<file path="src/rtl/i2cm_pkg.sv">
// i2cm_pkg: shared types and constants for the i2c master byte engine
// no dependencies; used by the channel interfaces and every rtl module
package i2cm_pkg;

  localparam int ACTION_W   = 3;
  localparam int BYTE_W     = 8;
  localparam int PHASE_W    = 16;
  localparam int TIMEOUT_W  = 8;
  localparam int CFG_IDX_W  = 1;
  localparam int CFG_DATA_W = 16;

  // request action codes
  localparam logic [ACTION_W-1:0] ACT_NONE  = 3'd0;
  localparam logic [ACTION_W-1:0] ACT_START = 3'd1;
  localparam logic [ACTION_W-1:0] ACT_STOP  = 3'd2;
  localparam logic [ACTION_W-1:0] ACT_WRITE = 3'd3;
  localparam logic [ACTION_W-1:0] ACT_READ  = 3'd4;

  // configuration register indexes
  localparam logic [CFG_IDX_W-1:0] REG_PHASE_TICKS = 1'd0;
  localparam logic [CFG_IDX_W-1:0] REG_ACK_TIMEOUT = 1'd1;

  localparam logic [PHASE_W-1:0]   PHASE_TICKS_RST = 16'd4;
  localparam logic [TIMEOUT_W-1:0] ACK_TIMEOUT_RST = 8'd0;

  localparam logic [3:0] BITS_PER_BYTE = 4'd8;

  // active command, one-hot
  typedef enum logic [4:0] {
    CMD_IDLE  = 5'b00001,
    CMD_START = 5'b00010,
    CMD_STOP  = 5'b00100,
    CMD_WRITE = 5'b01000,
    CMD_READ  = 5'b10000
  } cmd_t;

  typedef struct packed {
    logic [ACTION_W-1:0] action;
    logic [BYTE_W-1:0]   tx_byte;
    logic                send_ack;
    logic                sda_in;
  } req_t;

  typedef struct packed {
    logic              scl_level;
    logic              sda_pull_low;
    logic              busy_res;
    logic              done_res;
    logic [BYTE_W-1:0] rx_byte;
    logic              ack_seen;
    logic              timed_out;
  } res_t;

  typedef struct packed {
    logic [PHASE_W-1:0]   phase_ticks;
    logic [TIMEOUT_W-1:0] ack_timeout;
  } cfg_t;

endpackage

</file>
<file path="src/rtl/i2cm_if.sv">
// i2cm channel interfaces: request, result and configuration write channels
// depends on i2cm_pkg for field widths
interface i2cm_req_if;
  logic                           valid;
  logic                           ready;
  logic [i2cm_pkg::ACTION_W-1:0]  action;
  logic [i2cm_pkg::BYTE_W-1:0]    tx_byte;
  logic                           send_ack;
  logic                           sda_in;
  modport source (output valid, action, tx_byte, send_ack, sda_in, input ready);
  modport sink   (input valid, action, tx_byte, send_ack, sda_in, output ready);
endinterface

interface i2cm_res_if;
  logic                         valid;
  logic                         ready;
  logic                         scl_level;
  logic                         sda_pull_low;
  logic                         busy_res;
  logic                         done_res;
  logic [i2cm_pkg::BYTE_W-1:0]  rx_byte;
  logic                         ack_seen;
  logic                         timed_out;
  modport source (output valid, scl_level, sda_pull_low, busy_res, done_res, rx_byte,
                  ack_seen, timed_out, input ready);
  modport sink   (input valid, scl_level, sda_pull_low, busy_res, done_res, rx_byte,
                  ack_seen, timed_out, output ready);
endinterface

interface i2cm_cfg_if;
  logic                             valid;
  logic                             ready;
  logic [i2cm_pkg::CFG_IDX_W-1:0]   index;
  logic [i2cm_pkg::CFG_DATA_W-1:0]  data;
  modport source (output valid, index, data, input ready);
  modport sink   (input valid, index, data, output ready);
endinterface

</file>
<file path="src/rtl/i2cm_cfg_regs.sv">
// i2cm_cfg_regs: phase length and ack timeout registers
// depends on i2cm_pkg and i2cm_cfg_if
module i2cm_cfg_regs (
  input  logic           clk,
  input  logic           rst_n,
  i2cm_cfg_if.sink       cfg,
  output i2cm_pkg::cfg_t cfg_q
);
  import i2cm_pkg::*;

  logic [PHASE_W-1:0]   phase_ticks_r;
  logic [TIMEOUT_W-1:0] ack_timeout_r;

  assign cfg.ready = 1'b1;

  always_ff @(posedge clk) begin
    if (!rst_n) begin
      phase_ticks_r <= PHASE_TICKS_RST;
      ack_timeout_r <= ACK_TIMEOUT_RST;
    end else if (cfg.valid) begin
      case (cfg.index)
        REG_PHASE_TICKS: phase_ticks_r <= cfg.data[PHASE_W-1:0];
        REG_ACK_TIMEOUT: ack_timeout_r <= cfg.data[TIMEOUT_W-1:0];
        default: ;
      endcase
    end
  end

  assign cfg_q.phase_ticks = phase_ticks_r;
  assign cfg_q.ack_timeout = ack_timeout_r;

endmodule

</file>
<file path="src/rtl/i2cm_core.sv">
// i2cm_core: bus sequencer state and its one-tick next-state logic
// depends on i2cm_pkg; result is combinational from the current request
module i2cm_core #(
  parameter int DIVIDER_BITS = 16
) (
  input  logic           clk,
  input  logic           rst_n,
  input  logic           step_en,
  input  i2cm_pkg::req_t req,
  input  i2cm_pkg::cfg_t cfg_q,
  output i2cm_pkg::res_t res
);
  import i2cm_pkg::*;

  localparam logic [2:0] STEP0 = 3'd0;
  localparam logic [2:0] STEP1 = 3'd1;
  localparam logic [2:0] STEP2 = 3'd2;
  localparam logic [2:0] STEP3 = 3'd3;
  localparam logic [2:0] STEP4 = 3'd4;
  localparam logic [2:0] STEP_ACK_WAIT = 3'd5;

  cmd_t                    cmd_r, cmd_nxt;
  logic [2:0]              step_r, step_nxt;
  logic [3:0]              bit_r, bit_nxt;
  logic [BYTE_W-1:0]       shift_r, shift_nxt;
  logic [DIVIDER_BITS-1:0] cnt_r, cnt_nxt;
  logic [TIMEOUT_W-1:0]    wait_r, wait_nxt;
  logic                    scl_r, scl_nxt;
  logic                    sda_r, sda_nxt;
  logic                    ack_r, ack_nxt;
  logic                    tout_r, tout_nxt;
  logic                    choice_r, choice_nxt;
  logic [BYTE_W-1:0]       rx_r, rx_nxt;

  logic [DIVIDER_BITS-1:0] load_raw, load_val, cnt_dec;
  logic [3:0]              bit_inc;
  logic [TIMEOUT_W-1:0]    wait_inc;
  logic                    do_set, do_fin, done;
  logic [2:0]              tgt;

  // phase length, zero counts as one tick
  assign load_raw = DIVIDER_BITS'(cfg_q.phase_ticks);
  assign load_val = (load_raw == '0) ? DIVIDER_BITS'(1) : load_raw;
  assign cnt_dec  = (cnt_r != '0) ? cnt_r - DIVIDER_BITS'(1) : '0;
  assign bit_inc  = bit_r + 4'd1;
  assign wait_inc = wait_r + TIMEOUT_W'(1);

  always_comb begin
    cmd_nxt    = cmd_r;
    step_nxt   = step_r;
    bit_nxt    = bit_r;
    shift_nxt  = shift_r;
    cnt_nxt    = cnt_r;
    wait_nxt   = wait_r;
    scl_nxt    = scl_r;
    sda_nxt    = sda_r;
    ack_nxt    = ack_r;
    tout_nxt   = tout_r;
    choice_nxt = choice_r;
    rx_nxt     = rx_r;
    do_set     = 1'b0;
    do_fin     = 1'b0;
    done       = 1'b0;
    tgt        = STEP0;

    if (cmd_r == CMD_IDLE) begin
      if (req.action == ACT_START || req.action == ACT_STOP ||
          req.action == ACT_WRITE || req.action == ACT_READ) begin
        case (req.action)
          ACT_START: cmd_nxt = CMD_START;
          ACT_STOP:  cmd_nxt = CMD_STOP;
          ACT_WRITE: cmd_nxt = CMD_WRITE;
          default:   cmd_nxt = CMD_READ;
        endcase
        ack_nxt    = 1'b0;
        tout_nxt   = 1'b0;
        bit_nxt    = '0;
        wait_nxt   = '0;
        choice_nxt = req.send_ack;
        shift_nxt  = (req.action == ACT_WRITE) ? req.tx_byte : '0;
        do_set     = 1'b1;
      end
    end else if (cmd_r == CMD_WRITE && step_r == STEP_ACK_WAIT) begin
      if (!req.sda_in) begin
        ack_nxt = 1'b1;
        scl_nxt = 1'b0;
        do_fin  = 1'b1;
      end else if (cnt_dec != '0) begin
        cnt_nxt = cnt_dec;
      end else begin
        cnt_nxt = load_val;
        if (cfg_q.ack_timeout != '0) begin
          wait_nxt = wait_inc;
          if (wait_inc >= cfg_q.ack_timeout) begin
            tout_nxt = 1'b1;
            cmd_nxt  = CMD_STOP;
            do_set   = 1'b1;
          end
        end
      end
    end else begin
      cnt_nxt = cnt_dec;
      if (cnt_dec == '0) begin
        case (cmd_r)
          CMD_START, CMD_STOP: begin
            if (step_r == STEP0) begin
              do_set = 1'b1;
              tgt    = STEP1;
            end else begin
              do_fin = 1'b1;
            end
          end
          CMD_WRITE: begin
            if (step_r == STEP2) begin
              shift_nxt = {shift_r[BYTE_W-2:0], 1'b0};
              bit_nxt   = bit_inc;
              do_set    = 1'b1;
              tgt       = (bit_inc < BITS_PER_BYTE) ? STEP0 : STEP3;
            end else if (step_r <= STEP4) begin
              do_set = 1'b1;
              tgt    = step_r + 3'd1;
            end else begin
              do_fin = 1'b1;
            end
          end
          CMD_READ: begin
            if (step_r == STEP1) begin
              bit_nxt = bit_inc;
              do_set  = 1'b1;
              tgt     = (bit_inc < BITS_PER_BYTE) ? STEP0 : STEP2;
            end else if (step_r < STEP4) begin
              do_set = 1'b1;
              tgt    = step_r + 3'd1;
            end else begin
              do_fin = 1'b1;
            end
          end
          default: do_fin = 1'b1;
        endcase
      end
    end

    // end of command
    if (do_fin) begin
      if (cmd_r == CMD_START) scl_nxt = 1'b0;
      if (cmd_r == CMD_READ)  rx_nxt  = shift_r;
      cmd_nxt  = CMD_IDLE;
      step_nxt = STEP0;
      done     = 1'b1;
    end

    // entry into a new step of the (possibly new) command
    if (do_set) begin
      step_nxt = tgt;
      cnt_nxt  = load_val;
      case (cmd_nxt)
        CMD_START: begin
          if (tgt == STEP0) begin
            scl_nxt = 1'b1;
            sda_nxt = 1'b0;
          end else begin
            sda_nxt = 1'b1;
          end
        end
        CMD_STOP: begin
          if (tgt == STEP0) begin
            scl_nxt = 1'b0;
            sda_nxt = 1'b1;
          end else begin
            scl_nxt = 1'b1;
            sda_nxt = 1'b0;
          end
        end
        CMD_WRITE: begin
          if (tgt == STEP0) begin
            scl_nxt = 1'b0;
            sda_nxt = ~shift_nxt[BYTE_W-1];
          end else if (tgt == STEP1 || tgt == STEP4 || tgt == STEP_ACK_WAIT) begin
            scl_nxt = 1'b1;
          end else if (tgt == STEP2) begin
            scl_nxt = 1'b0;
          end else begin
            scl_nxt = 1'b0;
            sda_nxt = 1'b0;
          end
        end
        CMD_READ: begin
          if (tgt == STEP0) begin
            scl_nxt = 1'b0;
            sda_nxt = 1'b0;
          end else if (tgt == STEP1) begin
            scl_nxt   = 1'b1;
            shift_nxt = {shift_nxt[BYTE_W-2:0], req.sda_in};
          end else if (tgt == STEP2) begin
            scl_nxt = 1'b0;
            sda_nxt = choice_nxt;
          end else if (tgt == STEP3) begin
            scl_nxt = 1'b1;
          end else begin
            scl_nxt = 1'b0;
          end
        end
        default: ;
      endcase
    end
  end

  always_ff @(posedge clk) begin
    if (!rst_n) begin
      cmd_r    <= CMD_IDLE;
      step_r   <= STEP0;
      bit_r    <= '0;
      shift_r  <= '0;
      cnt_r    <= '0;
      wait_r   <= '0;
      scl_r    <= 1'b1;
      sda_r    <= 1'b0;
      ack_r    <= 1'b0;
      tout_r   <= 1'b0;
      choice_r <= 1'b0;
      rx_r     <= '0;
    end else if (step_en) begin
      cmd_r    <= cmd_nxt;
      step_r   <= step_nxt;
      bit_r    <= bit_nxt;
      shift_r  <= shift_nxt;
      cnt_r    <= cnt_nxt;
      wait_r   <= wait_nxt;
      scl_r    <= scl_nxt;
      sda_r    <= sda_nxt;
      ack_r    <= ack_nxt;
      tout_r   <= tout_nxt;
      choice_r <= choice_nxt;
      rx_r     <= rx_nxt;
    end
  end

  assign res.scl_level    = scl_nxt;
  assign res.sda_pull_low = sda_nxt;
  assign res.busy_res     = (cmd_nxt != CMD_IDLE);
  assign res.done_res     = done;
  assign res.rx_byte      = rx_nxt;
  assign res.ack_seen     = ack_nxt;
  assign res.timed_out    = tout_nxt;

endmodule

</file>
<file path="src/rtl/i2c_master_byte_engine.sv">
// i2c_master_byte_engine: top level, request register, sequencer and result register
// depends on i2cm_pkg, i2cm_if, i2cm_cfg_regs and i2cm_core
//
// usage:
//   in_req carries one timer tick per request: action (none, start, stop, write
//   byte, read byte), tx_byte, send_ack and the sampled sda level
//   out_res returns exactly one result per request: scl and sda drive levels,
//   busy, a done pulse, the last read byte, ack seen and timed out
//   cfg_wr writes phase_ticks (index 0) and ack_timeout (index 1); write it
//   only while no command is running and all results have been taken
// timing:
//   a request is registered on acceptance and stepped through the sequencer
//   on the next edge where the result register is free; its result is
//   written into the result register at that same edge
//   one request per cycle is taken back to back while out_res.ready is high, set
//   by the single pass of sequencer logic between the request and result registers
// reset (rst_n low, synchronous): sequencer idle, scl released, sda released,
//   registers back to phase_ticks 4 and ack_timeout 0, both channels empty
// stall: when out_res.ready is low and a result is held, it stays; a request is
//   taken into the request register only if that is empty, then in_req.ready drops
module i2c_master_byte_engine #(
  parameter int DIVIDER_BITS = 16
) (
  input  logic      clk,
  input  logic      rst_n,
  i2cm_req_if.sink  in_req,
  i2cm_res_if.source out_res,
  i2cm_cfg_if.sink  cfg_wr
);
  import i2cm_pkg::*;

  logic   req_valid_r;
  req_t   req_r;
  logic   res_valid_r;
  res_t   res_r;
  res_t   res_nxt;
  cfg_t   cfg_q;
  logic   step_en;
  logic   in_fire;

  // sequencer advances when a request waits and the result slot frees up
  assign step_en       = req_valid_r && (!res_valid_r || out_res.ready);
  assign in_req.ready  = !req_valid_r || step_en;
  assign in_fire       = in_req.valid && in_req.ready;

  always_ff @(posedge clk) begin
    if (!rst_n) begin
      req_valid_r <= 1'b0;
    end else if (in_fire) begin
      req_valid_r <= 1'b1;
    end else if (step_en) begin
      req_valid_r <= 1'b0;
    end
  end

  // request payload, no reset needed
  always_ff @(posedge clk) begin
    if (in_fire) begin
      req_r.action   <= in_req.action;
      req_r.tx_byte  <= in_req.tx_byte;
      req_r.send_ack <= in_req.send_ack;
      req_r.sda_in   <= in_req.sda_in;
    end
  end

  i2cm_cfg_regs u_cfg_regs (
    .clk   (clk),
    .rst_n (rst_n),
    .cfg   (cfg_wr),
    .cfg_q (cfg_q)
  );

  i2cm_core #(
    .DIVIDER_BITS (DIVIDER_BITS)
  ) u_core (
    .clk     (clk),
    .rst_n   (rst_n),
    .step_en (step_en),
    .req     (req_r),
    .cfg_q   (cfg_q),
    .res     (res_nxt)
  );

  // result register
  always_ff @(posedge clk) begin
    if (!rst_n) begin
      res_valid_r <= 1'b0;
    end else if (step_en) begin
      res_valid_r <= 1'b1;
    end else if (out_res.ready) begin
      res_valid_r <= 1'b0;
    end
  end

  always_ff @(posedge clk) begin
    if (step_en) begin
      res_r <= res_nxt;
    end
  end

  assign out_res.valid        = res_valid_r;
  assign out_res.scl_level    = res_r.scl_level;
  assign out_res.sda_pull_low = res_r.sda_pull_low;
  assign out_res.busy_res     = res_r.busy_res;
  assign out_res.done_res     = res_r.done_res;
  assign out_res.rx_byte      = res_r.rx_byte;
  assign out_res.ack_seen     = res_r.ack_seen;
  assign out_res.timed_out    = res_r.timed_out;

endmodule

</file>
<file path="src/flat_wrapper.sv">
// flat-port wrapper written by rule: the top's interface ports become plain ports
module i2c_master_byte_engine_flat import i2cm_pkg::*;
#(
  parameter int DIVIDER_BITS = 16
)
  (clk, rst_n, in_req_valid, in_req_action, in_req_tx_byte, in_req_send_ack, in_req_sda_in, in_req_ready, out_res_valid, out_res_scl_level, out_res_sda_pull_low, out_res_busy_res, out_res_done_res, out_res_rx_byte, out_res_ack_seen, out_res_timed_out, out_res_ready, cfg_wr_valid, cfg_wr_index, cfg_wr_data, cfg_wr_ready);
  i2cm_req_if in_req_i ();
  i2cm_res_if out_res_i ();
  i2cm_cfg_if cfg_wr_i ();
  input  logic clk;
  input  logic rst_n;
  input wire logic [$bits(in_req_i.valid)-1:0] in_req_valid;
  input wire logic [$bits(in_req_i.action)-1:0] in_req_action;
  input wire logic [$bits(in_req_i.tx_byte)-1:0] in_req_tx_byte;
  input wire logic [$bits(in_req_i.send_ack)-1:0] in_req_send_ack;
  input wire logic [$bits(in_req_i.sda_in)-1:0] in_req_sda_in;
  output wire logic [$bits(in_req_i.ready)-1:0] in_req_ready;
  output wire logic [$bits(out_res_i.valid)-1:0] out_res_valid;
  output wire logic [$bits(out_res_i.scl_level)-1:0] out_res_scl_level;
  output wire logic [$bits(out_res_i.sda_pull_low)-1:0] out_res_sda_pull_low;
  output wire logic [$bits(out_res_i.busy_res)-1:0] out_res_busy_res;
  output wire logic [$bits(out_res_i.done_res)-1:0] out_res_done_res;
  output wire logic [$bits(out_res_i.rx_byte)-1:0] out_res_rx_byte;
  output wire logic [$bits(out_res_i.ack_seen)-1:0] out_res_ack_seen;
  output wire logic [$bits(out_res_i.timed_out)-1:0] out_res_timed_out;
  input wire logic [$bits(out_res_i.ready)-1:0] out_res_ready;
  input wire logic [$bits(cfg_wr_i.valid)-1:0] cfg_wr_valid;
  input wire logic [$bits(cfg_wr_i.index)-1:0] cfg_wr_index;
  input wire logic [$bits(cfg_wr_i.data)-1:0] cfg_wr_data;
  output wire logic [$bits(cfg_wr_i.ready)-1:0] cfg_wr_ready;
  assign in_req_i.valid = in_req_valid;
  assign in_req_i.action = in_req_action;
  assign in_req_i.tx_byte = in_req_tx_byte;
  assign in_req_i.send_ack = in_req_send_ack;
  assign in_req_i.sda_in = in_req_sda_in;
  assign in_req_ready = in_req_i.ready;
  assign out_res_valid = out_res_i.valid;
  assign out_res_scl_level = out_res_i.scl_level;
  assign out_res_sda_pull_low = out_res_i.sda_pull_low;
  assign out_res_busy_res = out_res_i.busy_res;
  assign out_res_done_res = out_res_i.done_res;
  assign out_res_rx_byte = out_res_i.rx_byte;
  assign out_res_ack_seen = out_res_i.ack_seen;
  assign out_res_timed_out = out_res_i.timed_out;
  assign out_res_i.ready = out_res_ready;
  assign cfg_wr_i.valid = cfg_wr_valid;
  assign cfg_wr_i.index = cfg_wr_index;
  assign cfg_wr_i.data = cfg_wr_data;
  assign cfg_wr_ready = cfg_wr_i.ready;
  i2c_master_byte_engine #(.DIVIDER_BITS(DIVIDER_BITS)) u_core (.clk(clk), .rst_n(rst_n), .in_req(in_req_i), .out_res(out_res_i), .cfg_wr(cfg_wr_i));
endmodule
</file>
<file path="config.mk">
export PLATFORM = sky130hd
export DESIGN_NAME = i2c_master_byte_engine_flat
export DESIGN_NICKNAME = d
export VERILOG_FILES = /design/src/rtl/i2cm_pkg.sv /design/src/rtl/i2cm_if.sv /design/src/rtl/i2cm_cfg_regs.sv /design/src/rtl/i2cm_core.sv /design/src/rtl/i2c_master_byte_engine.sv /design/src/flat_wrapper.sv
export SDC_FILE = /design/constraint.sdc
export NUM_CORES = 1
export LEC_CHECK = 0
export BUFFER_PORTS_ARGS = -buffer_cell sky130_fd_sc_hd__buf_4
export CORE_ASPECT_RATIO = 0.75
export CORE_MARGIN = 1.5
export CORE_UTILIZATION = 30
export CTS_CLUSTER_SIZE = 10
export DETAILED_ROUTE_END_ITERATION = 8
export PLACE_DENSITY_LB_ADDON = 0.1
export SLEW_MARGIN = 40
export SYNTH_ARGS = -nofsm -noshare
export SYNTH_HDL_FRONTEND = slang
export SYNTH_SLANG_ARGS = --single-unit
</file>
<file path="constraint.sdc">
create_clock -name clk -period 4.15 [get_ports clk]
set_input_delay 0.83 -clock clk [delete_from_list [all_inputs] [get_ports clk]]
set_output_delay 0.83 -clock clk [all_outputs]
set_load 0.005 [all_outputs]
</file>
* Word level (Yosys, flattened, before mapping)
Cells that the tools add are included.
** Operators by class
- Add/sub/neg operators :: 4
- Order comparisons :: 4
- Eq/ne operators :: 29
- Mux-type cells :: 121
- Bitwise logic cells :: 2
- Reduce and logical (&&, ||, !) cells :: 34
** Operators by type and width (number)
- $mux W8 :: 19
- $mux W16 :: 7
- $mux W1 :: 63
- $mux W5 :: 8
- $logic_not A16 Y1 :: 2
- $reduce_bool A16 Y1 :: 2
- $mux W3 :: 9
- $mux W4 :: 6
- $sub A16 B1 Y16 const B :: 1
- $eq A3 B2 Y1 const B :: 5
- $pmux W5 S3 :: 1
- $reduce_bool A2 Y1 :: 7
- $eq A3 B3 Y1 const B :: 4
- $eq A5 B2 Y1 const B :: 2
- $eq A5 B3 Y1 const B :: 2
- $eq A5 B4 Y1 const B :: 2
- $eq A5 B5 Y1 const B :: 2
- $eq A3 B1 Y1 const B :: 3
- $pmux W3 S3 :: 1
- $add A8 B1 Y8 const B :: 1
- $ge A8 B8 Y1 :: 1
- $pmux W1 S4 :: 2
- $pmux W4 S2 :: 1
- $reduce_bool A8 Y1 :: 1
- other kinds (24) :: 42
** Storage, ports and cells
- Register bits :: 110
- Input bits :: 35
- Output and inout port bits :: 17
- Word-level logic and storage cells :: 221

* Logic depth before layout (Yosys ltp)
- Depth after elaboration :: 15
- Mapped depth :: 14
- Gate-level depth less buffers :: 13

* Cells and area by module
From an unflattened synthesis, not the netlist that was laid out.
** Unflattened totals
- Cells, all modules :: 715
- Area, all modules :: 6468.7 sq um
** Modules (own cells, without submodules)
- i2cm_core :: instances 1, cells an instance 579, area each 4586.9 sq um, seq. area each 1141.1 sq um
- i2cm_cfg_regs :: instances 1, cells an instance 100, area each 967.2 sq um, seq. area each 480.5 sq um
- i2c_master_byte_engine :: instances 1, cells an instance 36, area each 914.6 sq um, seq. area each 850.8 sq um

* Worst setup path after synthesis
OpenSTA, ideal clock, no wires.
- Path type :: register -> register
- Start point :: reg u_core.u_core.cnt_r[0]
- End point :: reg u_core.res_r, in the netlist u_core.out_res.sda_pull_low (data pin)
- Arrival time :: 3.192 ns
- Setup slack :: 0.693 ns
- Cell stages (with the launch flop) :: 14
- Path buffers :: 2
- Clock period less this slack :: 3.457 ns
- Cells stage by stage :: dfxtp_1 inv_1 ha_1 or3b_1 clkbuf_1 nor4_1 mux2_2 nor4_4 o21ai_2 clkbuf_1 a22o_1 a31o_2 o21ai_0 o21ai_0
** RTL lines
- start, declared :: line i2cm_core.sv:26 : logic [DIVIDER_BITS-1:0] cnt_r, cnt_nxt;
- start signal, assigned :: line i2cm_core.sv:227 : cnt_r <= cnt_nxt;
- end signal, assigned :: line i2c_master_byte_engine.sv:97 : res_r <= res_nxt;
- end, declared :: line i2c_master_byte_engine.sv:35 : res_t res_r;

==> flow_metrics.py <==
metrics = {
    "logic_synthesis": {
        "yosys_register_bits": 110,
        "synth.most_common_cell": "nand2_1",
        "synth_seq_area_share_pct": 40.03,
        "synth_cells": 736,
        "asyncSetResetFlopFracSynth_pct": 0,
        "yosysWarnings": 0,
        "dominantRegCellSynth": "dfxtp_1",
        "post-synth-top-area-cell": "dfxtp_1",
        "synth_area_sq_um": 6176,
        "synth-edff-count": 27,
        "ys_types": 74,
        "synth_commonest_cells": "105 x nand2_1, 83 x dfxtp_1, 42 x nor2_1",
        "synth_area_per_cell_sq_um": 8.391,
        "post-synth-top-area-fraction_pct": 26.90,
        "synth_nets": 787,
        "synthTopCellsByArea": "dfxtp_1 27%, edfxtp_1 13%, nand2_1 6.4%",
    },
    "routing": {
        "wl_per_cell_um": 17.57,
        "detail-route-antenna-nets": 0,
        "viasPerCell": 5.401,
        "detailedRoute.firstIterationViolations": 378,
        "detail_route.drc_violations": 0,
        "routed-via-count": 5574,
        "detail_route.first_pass.iterations": 5,
        "routed_wirelength_um": 18130,
    },
    "die": {
        "floorplan.initialDensity_pct": 30.55,
        "rows": 45,
        "core_area_sq_um": 20210,
        "die-width_um": 168.7,
        "io_pins": 52,
        "die_y_um": 127.3,
        "die-area_sq_um": 21460,
    },
    "clock_tree": {
        "tritoncts_clock_tree": "yes",
        "cts_max_path_buffers": 2,
        "cts-hold-fix-buffers": 0,
        "htree_levels": 3,
        "worst_skew_pair_latency_ns": 0.36,
        "clk_pin_slew_ns": 0.08,
        "cts_resized": 0,
        "cts_made_buffers": 9,
        "clk_root_buffer_cell": "clkbuf_16",
        "cts_post_setup_buffers_inserted": 0,
        "clkSinkCount": 110,
    },
    "timing": {
        "grt_setup_unrepaired": "false",
        "worst-slew-pin-transition_ns": 0.8029,
        "setup_viol": 0,
        "min_period_ns": 3.851,
        "maxSlewViolCount": 0,
        "finalHoldViolCount": 0,
        "timing.clock.skew_ns": 0.01010,
        "fmax_mhz": 259.6,
        "totalNegativeSetupSlack_ns": 0,
        "timing.final.crit_share_pct": 92.81,
        "slew_headroom_pct": 45.91,
    },
    "worst_setup_path": {
        "cp_data_required_time_ns": 4.25,
        "rr_worst_depth": 12,
        "critPathCaptureType": "flip-flop",
        "criticalPathCategory": "reg2reg",
        "ff2ff_setup_slack_ns": 0.30,
        "crit-reg2reg-launch": "u_core.u_core.cnt_r[0]$_SDFFE_PN0P_",
        "worstPathMaxFanout": 11,
        "arrival_ns": 3.95,
        "endpoint_of_the_lowest_slack_register_to_register_path": "u_core.out_res.sda_pull_low$_DFFE_PP_",
        "startpoint_type": "flip-flop",
    },
    "worst_hold_path": {
        "whs_endpoint": "u_core.u_core.rx_r[7]$_SDFFE_PN0P_",
        "worst_hold_path.num_cells": 2,
        "timing.hold.worst.start": "u_core.u_core.rx_r[7]$_SDFFE_PN0P_",
        "hp-class": "reg2reg",
    },
    "layout": {
        "post-route-util_pct": 35.26,
        "fin_cells": 1032,
        "antenna_cells_inserted": 0,
        "flow.area_growth_from_synthesis_pct": 15.40,
        "final_nets": 820,
        "layout-drive-gt1-share_pct": 13.44,
    },
    "place": {
        "placedCellCount": 1016,
        "post-dp-hpwl_um": 13130,
        "gp_congestion": 0.8674,
        "port_buffers": 50,
    },
    "grt": {
        "grt_use_total_pct": 17.49,
        "vias_in_the_first_global_route": 5345,
        "grt_start_max_net_pins": 59,
        "number_of_antenna_violations_at_the_first_check_in_global_routing": 0,
        "wire_length_of_the_first_global_routing_pass_um": 29560,
        "globalRouteOverflowTotal": 0,
    },
    "pwr": {
        "total_power_w": 0.002623,
        "power.leakage_nw": 2.675,
        "power_density_nw_per_um2": 368.0,
        "worst_ir_drop_vdd_mv": 0.1880,
    },
    "flow_run": {
        "maxCapViolCount": 0,
    },
    "outcome": {
        "outcome": "finished clean",
    },
}
## per-layer routing
layer / GRT usage (%) / vias to the layer above / part of all wire, %
met4: 3.992 / 0 / 1.1
met1: 27.14 / 2689 / 54
met2: 25.01 / 127 / 40
li1: - / 2742 / -
met3: 2.695 / 16 / 4.1
met5: 0 / - / 0
## area by class of cell
cell class | instances | area [sq um]
fill | 2094 | 13090
clock inverter | 6 | 62.56
tap | 258 | 322.8
sequential | 110 | 2472
timing repair buffer | 68 | 520.5
clock buffer | 10 | 229.0
multi-input combinational | 557 | 3433
inverter | 23 | 86.33
## worst max-delay path by stage
stage                                                       end  slack [ns]  cells after the start                                 from
after global routing      u_core.out_res.sda_pull_low$_DFFE_PP_        0.01                     12  u_core.u_core.cnt_r[0]$_SDFFE_PN0P_
after CTS                 u_core.out_res.sda_pull_low$_DFFE_PP_        0.34                     12  u_core.u_core.cnt_r[0]$_SDFFE_PN0P_
after detailed placement  u_core.out_res.sda_pull_low$_DFFE_PP_        0.37                     12  u_core.u_core.cnt_r[0]$_SDFFE_PN0P_
final                     u_core.out_res.sda_pull_low$_DFFE_PP_        0.30                     12  u_core.u_core.cnt_r[0]$_SDFFE_PN0P_
after floorplan           u_core.out_res.sda_pull_low$_DFFE_PP_        0.69                     13  u_core.u_core.cnt_r[0]$_SDFFE_PN0P_
after global placement    u_core.out_res.sda_pull_low$_DFFE_PP_        0.46                     12  u_core.u_core.cnt_r[0]$_SDFFE_PN0P_
## critical path, cell delays in order, from the launching register on
cell       delay, ns
dfxtp_1         0.36
inv_1           0.11
ha_1            0.21
or3b_1          0.54
or3_1           0.42
o31ai_1         0.49
nor4_4          0.11
buf_4           0.19
o2111ai_1       0.32
a21oi_1         0.23
a31o_2          0.26
o21ai_0         0.22
o21ai_0         0.13
## report_power, final
group	total, W	switching, W	internal [W]
sequential	0.00119	0.0000481	0.00114
clock	0.000878	0.000452	0.000425
combinational	0.000556	0.000339	0.000217
total	0.00262	0.000839	0.00178
## cells by family (layout without fill, tap and decap cells)
| logic type | after synthesis | count (layout) | synth area share, % |
|---|---|---|---|
| fa+ha+maj | 16 | 16 | 3.241 |
| flops | 110 | 110 | 40.03 |
| simple gates | 310 | 310 | 25.24 |
| mux | 14 | 14 | 2.492 |
| buf+inv | 69 | 107 | 4.477 |
| xor+xnor | 16 | 16 | 2.269 |
| compound gates | 200 | 200 | 22.18 |
| other cells | 1 | 1 | 0.06072 |
## through the flow
stage | cell area (sq um) | hold slack [ns] | setup slack, ns
CTS | 7127 | 0.4657 | 0.3430
detailed placement | 6835 | 0.4536 | 0.3689
floorplan | 6176 | 0.4375 | 0.6933
finish | 7127 | 0.4637 | 0.2985
global route | 7127 | 0.5024 | 0.01384
global placement | 6824 | 0.4460 | 0.4571
## registers in the layout, indices dropped and copies added (netlist names), 3 cells and up
signal,count
u_core.u_core.rx_r,8
u_core.u_core.cmd_r,5
u_core.u_core.shift_r,8
u_core.u_core.bit_r,4
u_core.req_r,13
u_core.u_cfg_regs.phase_ticks_r,16
u_core.u_core.cnt_r,16
u_core.out_res.rx_byte,8
u_core.u_cfg_regs.ack_timeout_r,8
u_core.u_core.step_r,3
u_core.u_core.wait_r,8
## placed cells by master, fill, tap and decap left out, types with 17 or more instances in the layout
| cell type | count |
|---|---|
| buf_4 | 66 |
| nor2_1 | 42 |
| edfxtp_1 | 27 |
| inv_1 | 23 |
| a21boi_0 | 41 |
| nand2_1 | 105 |
| a21oi_1 | 34 |
| nor2b_1 | 17 |
| nor4_1 | 19 |
| nand3_1 | 37 |
| nor3_1 | 24 |
| dfxtp_1 | 83 |
| o21ai_0 | 40 |
(Power assumes the default switching activity.)
